--- src/hdl/nnt_pkg.sv ---
// ----------------------------------------------------------------------------
// nnt_pkg
// Types and codes shared by the nearest-neighbour tour unit.
// ----------------------------------------------------------------------------
package nnt_pkg;

    // Widths of the city count and of the request and result fields
    localparam int COUNT_W = 7;
    localparam int CITY_W  = 6;
    localparam int FIELD_W = 16;

    // Request codes
    localparam logic REQ_LOAD  = 1'b0;
    localparam logic REQ_BUILD = 1'b1;

    // Request item
    typedef struct packed {
        logic                      req_type;
        logic [CITY_W-1:0]         city_index;
        logic signed [FIELD_W-1:0] x_coord;
        logic signed [FIELD_W-1:0] y_coord;
        logic [CITY_W-1:0]         start_city;
    } nnt_req_t;

    // Result item
    typedef struct packed {
        logic [CITY_W-1:0] tour_city;
        logic              last_of_tour;
    } nnt_res_t;

    // Sequencer states
    typedef enum logic [3:0] {
        ST_IDLE,
        ST_RD_CUR,
        ST_LD_CUR,
        ST_SCAN,
        ST_DIFF,
        ST_SQX,
        ST_SQY,
        ST_CMP,
        ST_EMIT
    } nnt_state_t;

    // Controls from the sequencer to the distance unit
    typedef struct packed {
        logic load_cur;
        logic diff_en;
        logic sqx_en;
        logic sqy_en;
        logic cmp_en;
        logic first;
    } nnt_dist_ctl_t;

endpackage

--- src/hdl/nnt_point_store.sv ---
// ----------------------------------------------------------------------------
// nnt_point_store
// Coordinate memory: one write port, one registered read port.
// ----------------------------------------------------------------------------
module nnt_point_store #(
    parameter int MAX_CITIES  = 64,
    parameter int COORD_WIDTH = 16
) (
    input  logic                                  clk,
    input  logic                                  we,
    input  logic [$clog2(MAX_CITIES)-1:0]         waddr,
    input  logic signed [nnt_pkg::FIELD_W-1:0]    wx,
    input  logic signed [nnt_pkg::FIELD_W-1:0]    wy,
    input  logic [$clog2(MAX_CITIES)-1:0]         raddr,
    output logic signed [COORD_WIDTH-1:0]         rx,
    output logic signed [COORD_WIDTH-1:0]         ry
);
    import nnt_pkg::*;

    logic signed [COORD_WIDTH-1:0] x_mem [MAX_CITIES];
    logic signed [COORD_WIDTH-1:0] y_mem [MAX_CITIES];
    logic signed [COORD_WIDTH-1:0] wx_ext;
    logic signed [COORD_WIDTH-1:0] wy_ext;

    // Fit the input fields to the stored coordinate width
    generate
        if (COORD_WIDTH <= FIELD_W) begin : g_trunc
            assign wx_ext = wx[COORD_WIDTH-1:0];
            assign wy_ext = wy[COORD_WIDTH-1:0];
        end else begin : g_sext
            assign wx_ext = {{(COORD_WIDTH-FIELD_W){wx[FIELD_W-1]}}, wx};
            assign wy_ext = {{(COORD_WIDTH-FIELD_W){wy[FIELD_W-1]}}, wy};
        end
    endgenerate

    // Write port
    always_ff @(posedge clk)
    begin
        if (we)
        begin
            x_mem[waddr] <= wx_ext;
            y_mem[waddr] <= wy_ext;
        end
    end

    // Registered read port
    always_ff @(posedge clk)
    begin
        rx <= x_mem[raddr];
        ry <= y_mem[raddr];
    end

endmodule

--- src/hdl/nnt_dist_unit.sv ---
// ----------------------------------------------------------------------------
// nnt_dist_unit
// Squared distance with one shared multiplier, and running minimum compare.
// ----------------------------------------------------------------------------
module nnt_dist_unit #(
    parameter int COORD_WIDTH = 16
) (
    input  logic                          clk,
    input  nnt_pkg::nnt_dist_ctl_t        ctl,
    input  logic signed [COORD_WIDTH-1:0] rx,
    input  logic signed [COORD_WIDTH-1:0] ry,
    output logic                          better
);
    import nnt_pkg::*;

    localparam int SQ_W  = 2 * COORD_WIDTH;
    localparam int SUM_W = SQ_W + 1;

    logic signed [COORD_WIDTH-1:0] cx_reg;
    logic signed [COORD_WIDTH-1:0] cy_reg;
    logic [COORD_WIDTH-1:0]        dx_reg, dx_next;
    logic [COORD_WIDTH-1:0]        dy_reg, dy_next;
    logic [SQ_W-1:0]               sx_reg;
    logic [SQ_W-1:0]               sy_reg;
    logic [SUM_W-1:0]              best_reg;
    logic [SUM_W-1:0]              sum;
    logic [COORD_WIDTH-1:0]        mul_op;
    logic [SQ_W-1:0]               prod;
    logic signed [COORD_WIDTH:0]   ddx, ddy;
    logic [COORD_WIDTH:0]          ndx, ndy;

    // Absolute coordinate differences to the current city
    always_comb
    begin
        ddx = {rx[COORD_WIDTH-1], rx} - {cx_reg[COORD_WIDTH-1], cx_reg};
        ddy = {ry[COORD_WIDTH-1], ry} - {cy_reg[COORD_WIDTH-1], cy_reg};
        ndx = -ddx;
        ndy = -ddy;
        dx_next = ddx[COORD_WIDTH] ? ndx[COORD_WIDTH-1:0] : ddx[COORD_WIDTH-1:0];
        dy_next = ddy[COORD_WIDTH] ? ndy[COORD_WIDTH-1:0] : ddy[COORD_WIDTH-1:0];
    end

    // Shared squaring multiplier
    assign mul_op = ctl.sqx_en ? dx_reg : dy_reg;
    assign prod   = SQ_W'(mul_op * mul_op);

    // Sum and compare against the best so far
    assign sum    = {1'b0, sx_reg} + {1'b0, sy_reg};
    assign better = ctl.first || (sum < best_reg);

    always_ff @(posedge clk)
    begin
        if (ctl.load_cur)
        begin
            cx_reg <= rx;
            cy_reg <= ry;
        end
        if (ctl.diff_en)
        begin
            dx_reg <= dx_next;
            dy_reg <= dy_next;
        end
        if (ctl.sqx_en)
        begin
            sx_reg <= prod;
        end
        if (ctl.sqy_en)
        begin
            sy_reg <= prod;
        end
        if (ctl.cmp_en && better)
        begin
            best_reg <= sum;
        end
    end

endmodule

--- src/hdl/nnt_ctrl.sv ---
// ----------------------------------------------------------------------------
// nnt_ctrl
// Tour sequencer: request handling, visited marks, scan and result register.
// ----------------------------------------------------------------------------
module nnt_ctrl #(
    parameter int MAX_CITIES = 64
) (
    input  logic                              clk,
    input  logic                              rst_n,
    input  logic                              req_valid,
    output logic                              req_ready,
    input  nnt_pkg::nnt_req_t                 req,
    output logic                              res_valid,
    input  logic                              res_ready,
    output nnt_pkg::nnt_res_t                 res,
    input  logic                              cfg_we,
    input  logic [nnt_pkg::COUNT_W-1:0]       cfg_data,
    output logic                              store_we,
    output logic [$clog2(MAX_CITIES)-1:0]     store_waddr,
    output logic [$clog2(MAX_CITIES)-1:0]     store_raddr,
    output nnt_pkg::nnt_dist_ctl_t            dctl,
    input  logic                              better
);
    import nnt_pkg::*;

    localparam int IDX_W = $clog2(MAX_CITIES);
    localparam int CNT_W = $clog2(MAX_CITIES + 1);

    nnt_state_t              state_reg, state_next;
    logic [COUNT_W-1:0]      count_reg;
    logic [MAX_CITIES-1:0]   visited_reg, visited_next;
    logic [IDX_W-1:0]        cur_reg, cur_next;
    logic [IDX_W-1:0]        best_reg, best_next;
    logic [CNT_W-1:0]        scan_reg, scan_next;
    logic [CNT_W-1:0]        emitted_reg, emitted_next;
    logic                    found_reg, found_next;
    logic                    res_valid_reg, res_valid_next;
    nnt_res_t                res_reg, res_next;
    logic [COUNT_W-1:0]      n_eff7;
    logic [CNT_W-1:0]        n_eff;
    logic                    accept;
    logic                    last;
    logic [IDX_W-1:0]        scan_idx;

    // Effective city count
    always_comb
    begin
        if (count_reg == '0)
            n_eff7 = COUNT_W'(1);
        else if (count_reg > COUNT_W'(MAX_CITIES))
            n_eff7 = COUNT_W'(MAX_CITIES);
        else
            n_eff7 = count_reg;
    end
    assign n_eff = n_eff7[CNT_W-1:0];

    assign req_ready   = (state_reg == ST_IDLE);
    assign accept      = req_valid && req_ready;
    assign res_valid   = res_valid_reg;
    assign res         = res_reg;
    assign scan_idx    = scan_reg[IDX_W-1:0];
    assign last        = (CNT_W'(emitted_reg + 1'b1) == n_eff);

    // Store ports
    assign store_we    = accept && (req.req_type == REQ_LOAD) &&
                         (COUNT_W'(req.city_index) < COUNT_W'(MAX_CITIES));
    assign store_waddr = req.city_index[IDX_W-1:0];
    assign store_raddr = (state_reg == ST_RD_CUR) ? cur_reg : scan_idx;

    // Next state and outputs
    always_comb
    begin
        state_next     = state_reg;
        visited_next   = visited_reg;
        cur_next       = cur_reg;
        best_next      = best_reg;
        scan_next      = scan_reg;
        emitted_next   = emitted_reg;
        found_next     = found_reg;
        res_valid_next = res_valid_reg;
        res_next       = res_reg;
        dctl           = '0;
        dctl.first     = !found_reg;

        if (res_valid_reg && res_ready)
            res_valid_next = 1'b0;

        case (state_reg)
            ST_IDLE:
            begin
                if (accept && (req.req_type == REQ_BUILD) &&
                    (COUNT_W'(req.start_city) < n_eff7))
                begin
                    visited_next = '0;
                    best_next    = req.start_city[IDX_W-1:0];
                    emitted_next = '0;
                    state_next   = ST_EMIT;
                end
            end
            ST_RD_CUR:
            begin
                state_next = ST_LD_CUR;
            end
            ST_LD_CUR:
            begin
                dctl.load_cur = 1'b1;
                scan_next     = '0;
                found_next    = 1'b0;
                state_next    = ST_SCAN;
            end
            ST_SCAN:
            begin
                if (scan_reg >= n_eff)
                    state_next = ST_EMIT;
                else if (visited_reg[scan_idx])
                    scan_next = scan_reg + 1'b1;
                else
                    state_next = ST_DIFF;
            end
            ST_DIFF:
            begin
                dctl.diff_en = 1'b1;
                state_next   = ST_SQX;
            end
            ST_SQX:
            begin
                dctl.sqx_en = 1'b1;
                state_next  = ST_SQY;
            end
            ST_SQY:
            begin
                dctl.sqy_en = 1'b1;
                state_next  = ST_CMP;
            end
            ST_CMP:
            begin
                dctl.cmp_en = 1'b1;
                if (better)
                begin
                    best_next  = scan_idx;
                    found_next = 1'b1;
                end
                scan_next  = scan_reg + 1'b1;
                state_next = ST_SCAN;
            end
            ST_EMIT:
            begin
                // Wait for a free result register
                if (!res_valid_reg || res_ready)
                begin
                    res_valid_next         = 1'b1;
                    res_next.tour_city     = CITY_W'(best_reg);
                    res_next.last_of_tour  = last;
                    visited_next[best_reg] = 1'b1;
                    cur_next               = best_reg;
                    emitted_next           = emitted_reg + 1'b1;
                    state_next             = last ? ST_IDLE : ST_RD_CUR;
                end
            end
            default:
            begin
                state_next = ST_IDLE;
            end
        endcase
    end

    // State and control registers
    always_ff @(posedge clk or negedge rst_n)
    begin
        if (!rst_n)
        begin
            state_reg     <= ST_IDLE;
            count_reg     <= COUNT_W'(64);
            visited_reg   <= '0;
            cur_reg       <= '0;
            emitted_reg   <= '0;
            scan_reg      <= '0;
            found_reg     <= 1'b0;
            res_valid_reg <= 1'b0;
        end
        else
        begin
            state_reg     <= state_next;
            visited_reg   <= visited_next;
            cur_reg       <= cur_next;
            emitted_reg   <= emitted_next;
            scan_reg      <= scan_next;
            found_reg     <= found_next;
            res_valid_reg <= res_valid_next;
            if (cfg_we)
                count_reg <= cfg_data;
        end
    end

    // Payload registers
    always_ff @(posedge clk)
    begin
        best_reg <= best_next;
        res_reg  <= res_next;
    end

endmodule

--- src/hdl/nearest_neighbour_tour_unit.sv ---
// A load is written to the store while the unit stays idle and ready; a build moves
// to the emit state, which registers the start city into the result register.
// Each later tour city comes from a scan of all cities, paced by the single store
// read port and the one shared multiplier used twice per candidate.
// Not ready while a tour is built. Reset (rst_n low, asynchronous) clears the
// sequencer, visited marks and result valid, and sets the city count to 64.
// ----------------------------------------------------------------------------
// nearest_neighbour_tour_unit
// Greedy nearest-neighbour tour builder over a store of loaded cities.
// ----------------------------------------------------------------------------
module nearest_neighbour_tour_unit #(
    parameter int MAX_CITIES  = 64,
    parameter int COORD_WIDTH = 16
) (
    input  logic                        clk,
    input  logic                        rst_n,
    input  logic                        req_valid,
    output logic                        req_ready,
    input  nnt_pkg::nnt_req_t           req,
    output logic                        res_valid,
    input  logic                        res_ready,
    output nnt_pkg::nnt_res_t           res,
    input  logic                        cfg_we,
    input  logic [nnt_pkg::COUNT_W-1:0] cfg_data
);
    import nnt_pkg::*;

    localparam int IDX_W = $clog2(MAX_CITIES);

    logic                          store_we;
    logic [IDX_W-1:0]              store_waddr;
    logic [IDX_W-1:0]              store_raddr;
    logic signed [COORD_WIDTH-1:0] rx;
    logic signed [COORD_WIDTH-1:0] ry;
    nnt_dist_ctl_t                 dctl;
    logic                          better;

    // Sequencer
    nnt_ctrl #(
        .MAX_CITIES (MAX_CITIES)
    ) u_ctrl (
        .clk         (clk),
        .rst_n       (rst_n),
        .req_valid   (req_valid),
        .req_ready   (req_ready),
        .req         (req),
        .res_valid   (res_valid),
        .res_ready   (res_ready),
        .res         (res),
        .cfg_we      (cfg_we),
        .cfg_data    (cfg_data),
        .store_we    (store_we),
        .store_waddr (store_waddr),
        .store_raddr (store_raddr),
        .dctl        (dctl),
        .better      (better)
    );

    // Coordinate store
    nnt_point_store #(
        .MAX_CITIES  (MAX_CITIES),
        .COORD_WIDTH (COORD_WIDTH)
    ) u_store (
        .clk   (clk),
        .we    (store_we),
        .waddr (store_waddr),
        .wx    (req.x_coord),
        .wy    (req.y_coord),
        .raddr (store_raddr),
        .rx    (rx),
        .ry    (ry)
    );

    // Distance and compare
    nnt_dist_unit #(
        .COORD_WIDTH (COORD_WIDTH)
    ) u_dist (
        .clk    (clk),
        .ctl    (dctl),
        .rx     (rx),
        .ry     (ry),
        .better (better)
    );

endmodule

--- config.mk ---
export PLATFORM = sky130hd
export DESIGN_NAME = nearest_neighbour_tour_unit
export DESIGN_NICKNAME = d
export VERILOG_FILES = /design/src/hdl/nnt_pkg.sv /design/src/hdl/nnt_point_store.sv /design/src/hdl/nnt_dist_unit.sv /design/src/hdl/nnt_ctrl.sv /design/src/hdl/nearest_neighbour_tour_unit.sv
export SDC_FILE = /design/constraint.sdc
export NUM_CORES = 2
export LEC_CHECK = 0
export BUFFER_PORTS_ARGS = -buffer_cell sky130_fd_sc_hd__buf_2
export CAP_MARGIN = 20
export CORE_MARGIN = 8
export CORE_UTILIZATION = 57
export DETAILED_ROUTE_END_ITERATION = 8
export GPL_TIMING_DRIVEN = 0
export PLACE_DENSITY = 0.76
export SYNTH_ARGS = -nofsm -noshare
export SYNTH_HDL_FRONTEND = slang
export SYNTH_HIERARCHICAL = 1
export SYNTH_SLANG_ARGS = --single-unit
--- constraint.sdc ---
create_clock -name clk -period 8.7 [get_ports clk]
set_input_delay 0.435 -clock clk [delete_from_list [all_inputs] [get_ports clk]]
set_output_delay 0.435 -clock clk [all_outputs]
set_load 0.005 [all_outputs]
[Word level (Yosys, flattened, before mapping)]
Memories as Yosys holds them, arrays and structs flattened. A register that Yosys moved wholly into a read port is not among the register bits.
Cells that the tools add are included.
W data, S select, Z words.
Storage, ports and cells
  logic and storage cells: 116
  memories kept: 2
  memory bits (writable): 2048
  register bits after elaboration: 271
Memories
  u_store.x_mem: words 64, bits a word 16, read ports 1, clocked after memory_dff 1, write ports 1, RTL line nnt_point_store.sv:20  | logic signed [COORD_WIDTH-1:0] x_mem [MAX_CITIES];
  u_store.y_mem: words 64, bits a word 16, read ports 1, clocked after memory_dff 1, write ports 1, RTL line nnt_point_store.sv:21  | logic signed [COORD_WIDTH-1:0] y_mem [MAX_CITIES];
Cells by class
  add/subtract/negate cells: 7
  bitwise gates (word level): 2
  equality and inequality tests: 15
  $lt $le $gt $ge: 7
  multipliers: 1
  reductions and logical operators: 24
  mux-type cells: 40
Operators by type and width (count)
  $mux W64: 2
  $pmux W64 S2: 1
  $or A64 B64 Y64: 1
  $mux W16: 3
  $mux W7: 6
  $sub A16 B16 Y17: 2
  $add A32 B32 Y33: 1
  $lt A33 B33 Y1: 1
  $mul A16 B16 Y32: 1
  $neg A16 Y16: 2
  $pmux W4 S8: 1
  $pmux W7 S3: 1
  $mux W6: 3
  $eq A4 B3 Y1 const B: 4
  $mux W4: 4
  $add A7 B1 Y7 const B: 2
  $lt A6 B7 Y1 const B: 2
  $mux W1: 14
  $pmux W7 S2: 1
  $pmux W6 S2: 1
  $reduce_and A3 Y1: 4
  $eq A4 B2 Y1 const B: 2
  $eq A7 B7 Y1: 1
  $ge A7 B7 Y1: 1
  other kinds (21): 35

[Logic depth before layout (Yosys ltp)]
  word-level depth: 7
  mapped depth: 31

[Cells and area by module]
The synthesis kept the hierarchy.
Modules (own cells, without submodules)
  nnt_point_store: times used 1, seq. area each 62139.6 um2, cells each 3326, area each 78685.5 um2
  nnt_dist_unit: times used 1, seq. area each 4774.6 um2, cells each 1648, area each 16478.3 um2
  nnt_ctrl: times used 1, seq. area each 2819.0 um2, cells each 587, area each 5675.4 um2

[Least setup slack after synthesis]
Ideal clock, no wire load.
  path kind: register -> register
  start: register u_ctrl.state_reg[3]
  end: register u_dist.sx_reg[28], data pin
  clock period less this slack: 9.184 ns
  arrival: 8.919 ns
  buffers on the path: 3
  cell stages (with the launch flop): 28
  setup slack: -0.484 ns
  cells stage by stage: dfrtp_1 clkbuf_1 nand2b_1 nor2_1 buf_1 buf_1 mux2i_1 clkinv_1 nand2_1 fa_1 fa_1 inv_1 fa_1 fa_1 fa_1 inv_1 fa_1 inv_1 ha_1 a21o_1 a21o_1 a21o_1 a21oi_1 o31a_1 o21a_1 o21bai_1 a21oi_1 xnor2_1
RTL lines
  from (decl): RTL line nnt_ctrl.sv:29  | nnt_state_t state_reg, state_next;
  from (signal assigned): RTL line nnt_ctrl.sv:183  | state_reg <= state_next;
  to (signal assigned): RTL line nnt_dist_unit.sv:65  | sx_reg <= prod;
  to (decl): RTL line nnt_dist_unit.sv:23  | logic [SQ_W-1:0] sx_reg;

==> results.cfg <==
[clock_network]
cts_root_buffer = clkbuf_16
clock_latency_ns = 0.89
clock_sink_count = 2349
clk_pin_slew_ns = 0.07
cts_tree = built
h-tree-depth = 4
numCtsBuffers = 222
clock_path_buffers = 3

[setup_path]
required_ns = 9.25
arrival_ns = 8.88
cp_slowest_stage_delay_ns = 0.56
path_class = flip-flop to flip-flop
cp_max_fo = 40
cp-end-kind = flip-flop
slowest_stage = fa_1
crit_path_start_kind = flip-flop

[drt]
via_count = 57000
ant_nets = 0
drc = 0
routed_wl_um = 279000
first_iter_violations = 7966
firstDrtPassIters = 8
viasPerCell = 6.67
wl_per_cell_um = 32.6

[worst_hold_path]
hp-class = input port to flip-flop

[sta]
worstMarginPinSlew_ns = 1.33
timing.final.crit_share_pct = 95.8
fmax_ghz = 0.120
hold_slack_ns = 0.0263
grt_setup_unrepaired = no
final.setup.tns_ns = 0
setup_viol = 0
hold_viol_final = 0
slew_violations = 0
clock_skew_ns = 0.0760
slew_headroom_pct = 11.5
min_period_ns = 8.33

[synthesis]
postSynth.asyncResetShare_pct = 4.13
synth_seq_area_share_pct = 69.2
synth_edf_count = 2220
synthCells = 5561
ys_warn_count = 6
syn-num-nets = 5990
synth_area_per_cell_um2 = 18.1
synth_flop_cell = edfxtp_1
ys_types = 91
synthesis.area_um2 = 101000
synth_seq_cells = 2349

[placed_design]
globalplace.congestion = 0.920
io_buffers = 58
dpl.hpwl_um = 179000
dp.cells = 8056

[layout]
mostFrequentLayoutCells = edfxtp_1 (2220), mux4_2 (526), inv_1 (357), nor2_1 (242), clkbuf_16 (223)
fin_nets = 6427
area_growth_pct = 14.1
mostFrequentLayoutCell = edfxtp_1
drive_gt1_share_pct = 21.1
utilization_pct = 65.4
fin_cells = 8545

[global_route]
grt_overflow = 0
grt_pass1_wl_um = 397000
grt_max_degree = 65
antenna_found_initial = 13
grt_pass1_vias = 57600
grt_use_total_pct = 28.7

[job]
cap_violations = 0

[floorplanning]
rows = 154
fp.dieH_um = 437
start_util_pct = 57.3
fp.dieW_um = 437
io_pins = 66
fp.coreArea_um2 = 176000
dieArea_um2 = 191000

[status]
status = finished clean
critical path, delay by kind of cell, from the launching register on:
| kind | cells | cell delay (ns) |
|---|---|---|
| AOI/OAI and AO/OA | 6 | 1.32 |
| xor gates and xnor gates | 1 | 0.16 |
| adders and majority gates | 7 | 3.47 |
| buffers and inverters | 10 | 1.35 |
| DFF | 1 | 0.39 |
| muxes | 1 | 0.37 |
| and+or+nand+nor | 5 | 0.94 |
routing by layer:
layer  global-route usage (%)  vias to the layer above  routed length [µm]
li1                         -                    22800                   -
met1                     34.9                    29000               93800
met2                     46.2                     4121              133000
met3                     8.32                      962               32500
met4                     16.5                       10               19500
met5                        0                        -                 111
path summary, 6_finish.rpt:
kind                                                  from  cells after the start                            endpoint  slack [ns]
min reg2reg                          u_store/rx[0]$_DFF_P_                      0          u_dist/cx_reg[0]$_DFFE_PP_        0.43
min in group asynchronous                            rst_n                      2  u_ctrl/visited_reg[50]$_DFFE_PN0P_        0.15
max reg2reg                u_ctrl/state_reg[3]$_DFFE_PN0P_                     30         u_dist/sx_reg[28]$_DFFE_PP_        0.37
min                                                req[21]                      1     u_store/y_mem[36][15]$_DFFE_PP_        0.03
max in group asynchronous                            rst_n                      3     u_ctrl/count_reg[6]$_DFFE_PN1P_        7.84
max                        u_ctrl/state_reg[3]$_DFFE_PN0P_                     30         u_dist/sx_reg[28]$_DFFE_PP_        0.37
logic make-up after synthesis:
kind of cell / share of synthesized area [%]
flops: 69.2
simple gates: 3.51
mux: 13.6
compound gates: 4.30
buf+inv: 2.58
fa+ha+maj: 5.85
xor+xnor: 0.995
layout make-up:
cell class	instances	area, µm²
clock buffer	278	5860
tap	2340	2930
sequential	2349	69700
clock inverter	142	1860
fill	11200	60900
multi-input combinational	2599	29100
buffer	246	1240
antenna	11	27.5
timing repair buffer	216	2960
inverter	364	1380
cells in the mapped netlist, types with 72 or more instances:
| cell type | number | share of area, % |
|---|---|---|
| inv_1 | 357 | 1.3 |
| mux2i_1 | 130 | 1.3 |
| nand2_1 | 201 | 0.75 |
| ha_1 | 206 | 2.6 |
| nor2_1 | 308 | 1.1 |
| edfxtp_1 | 2220 | 66 |
| clkbuf_1 | 118 | 0.44 |
| dfrtp_1 | 96 | 2.4 |
| mux4_2 | 526 | 12 |
| a21oi_1 | 186 | 0.92 |
| xnor2_1 | 72 | 0.63 |
| fa_1 | 166 | 3.3 |
metrics by stage:
| stage | setup slack (ns) | area, µm² |
|---|---|---|
| 2_1_floorplan | 0.0365 | 101000 |
| 3_3_place_gp | -2.31 | 104000 |
| 3_5_place_dp | -1.53 | 106000 |
| 4_1_cts | 0.0151 | 114000 |
| 5_1_grt | 0.000697 | 115000 |
| 6_report | 0.365 | 115000 |
what timing repair did:
action	CTS	global route
setup endpoints to repair	40	20
gates cloned	0	0
endpoints found under the hold margin	77	169
setup buffers	0	7
hold buffers	18	14
resized for setup	13	11
Power is not shown: default switching activity piles up to over one toggle a cycle in this logic, so the estimate is an artifact.
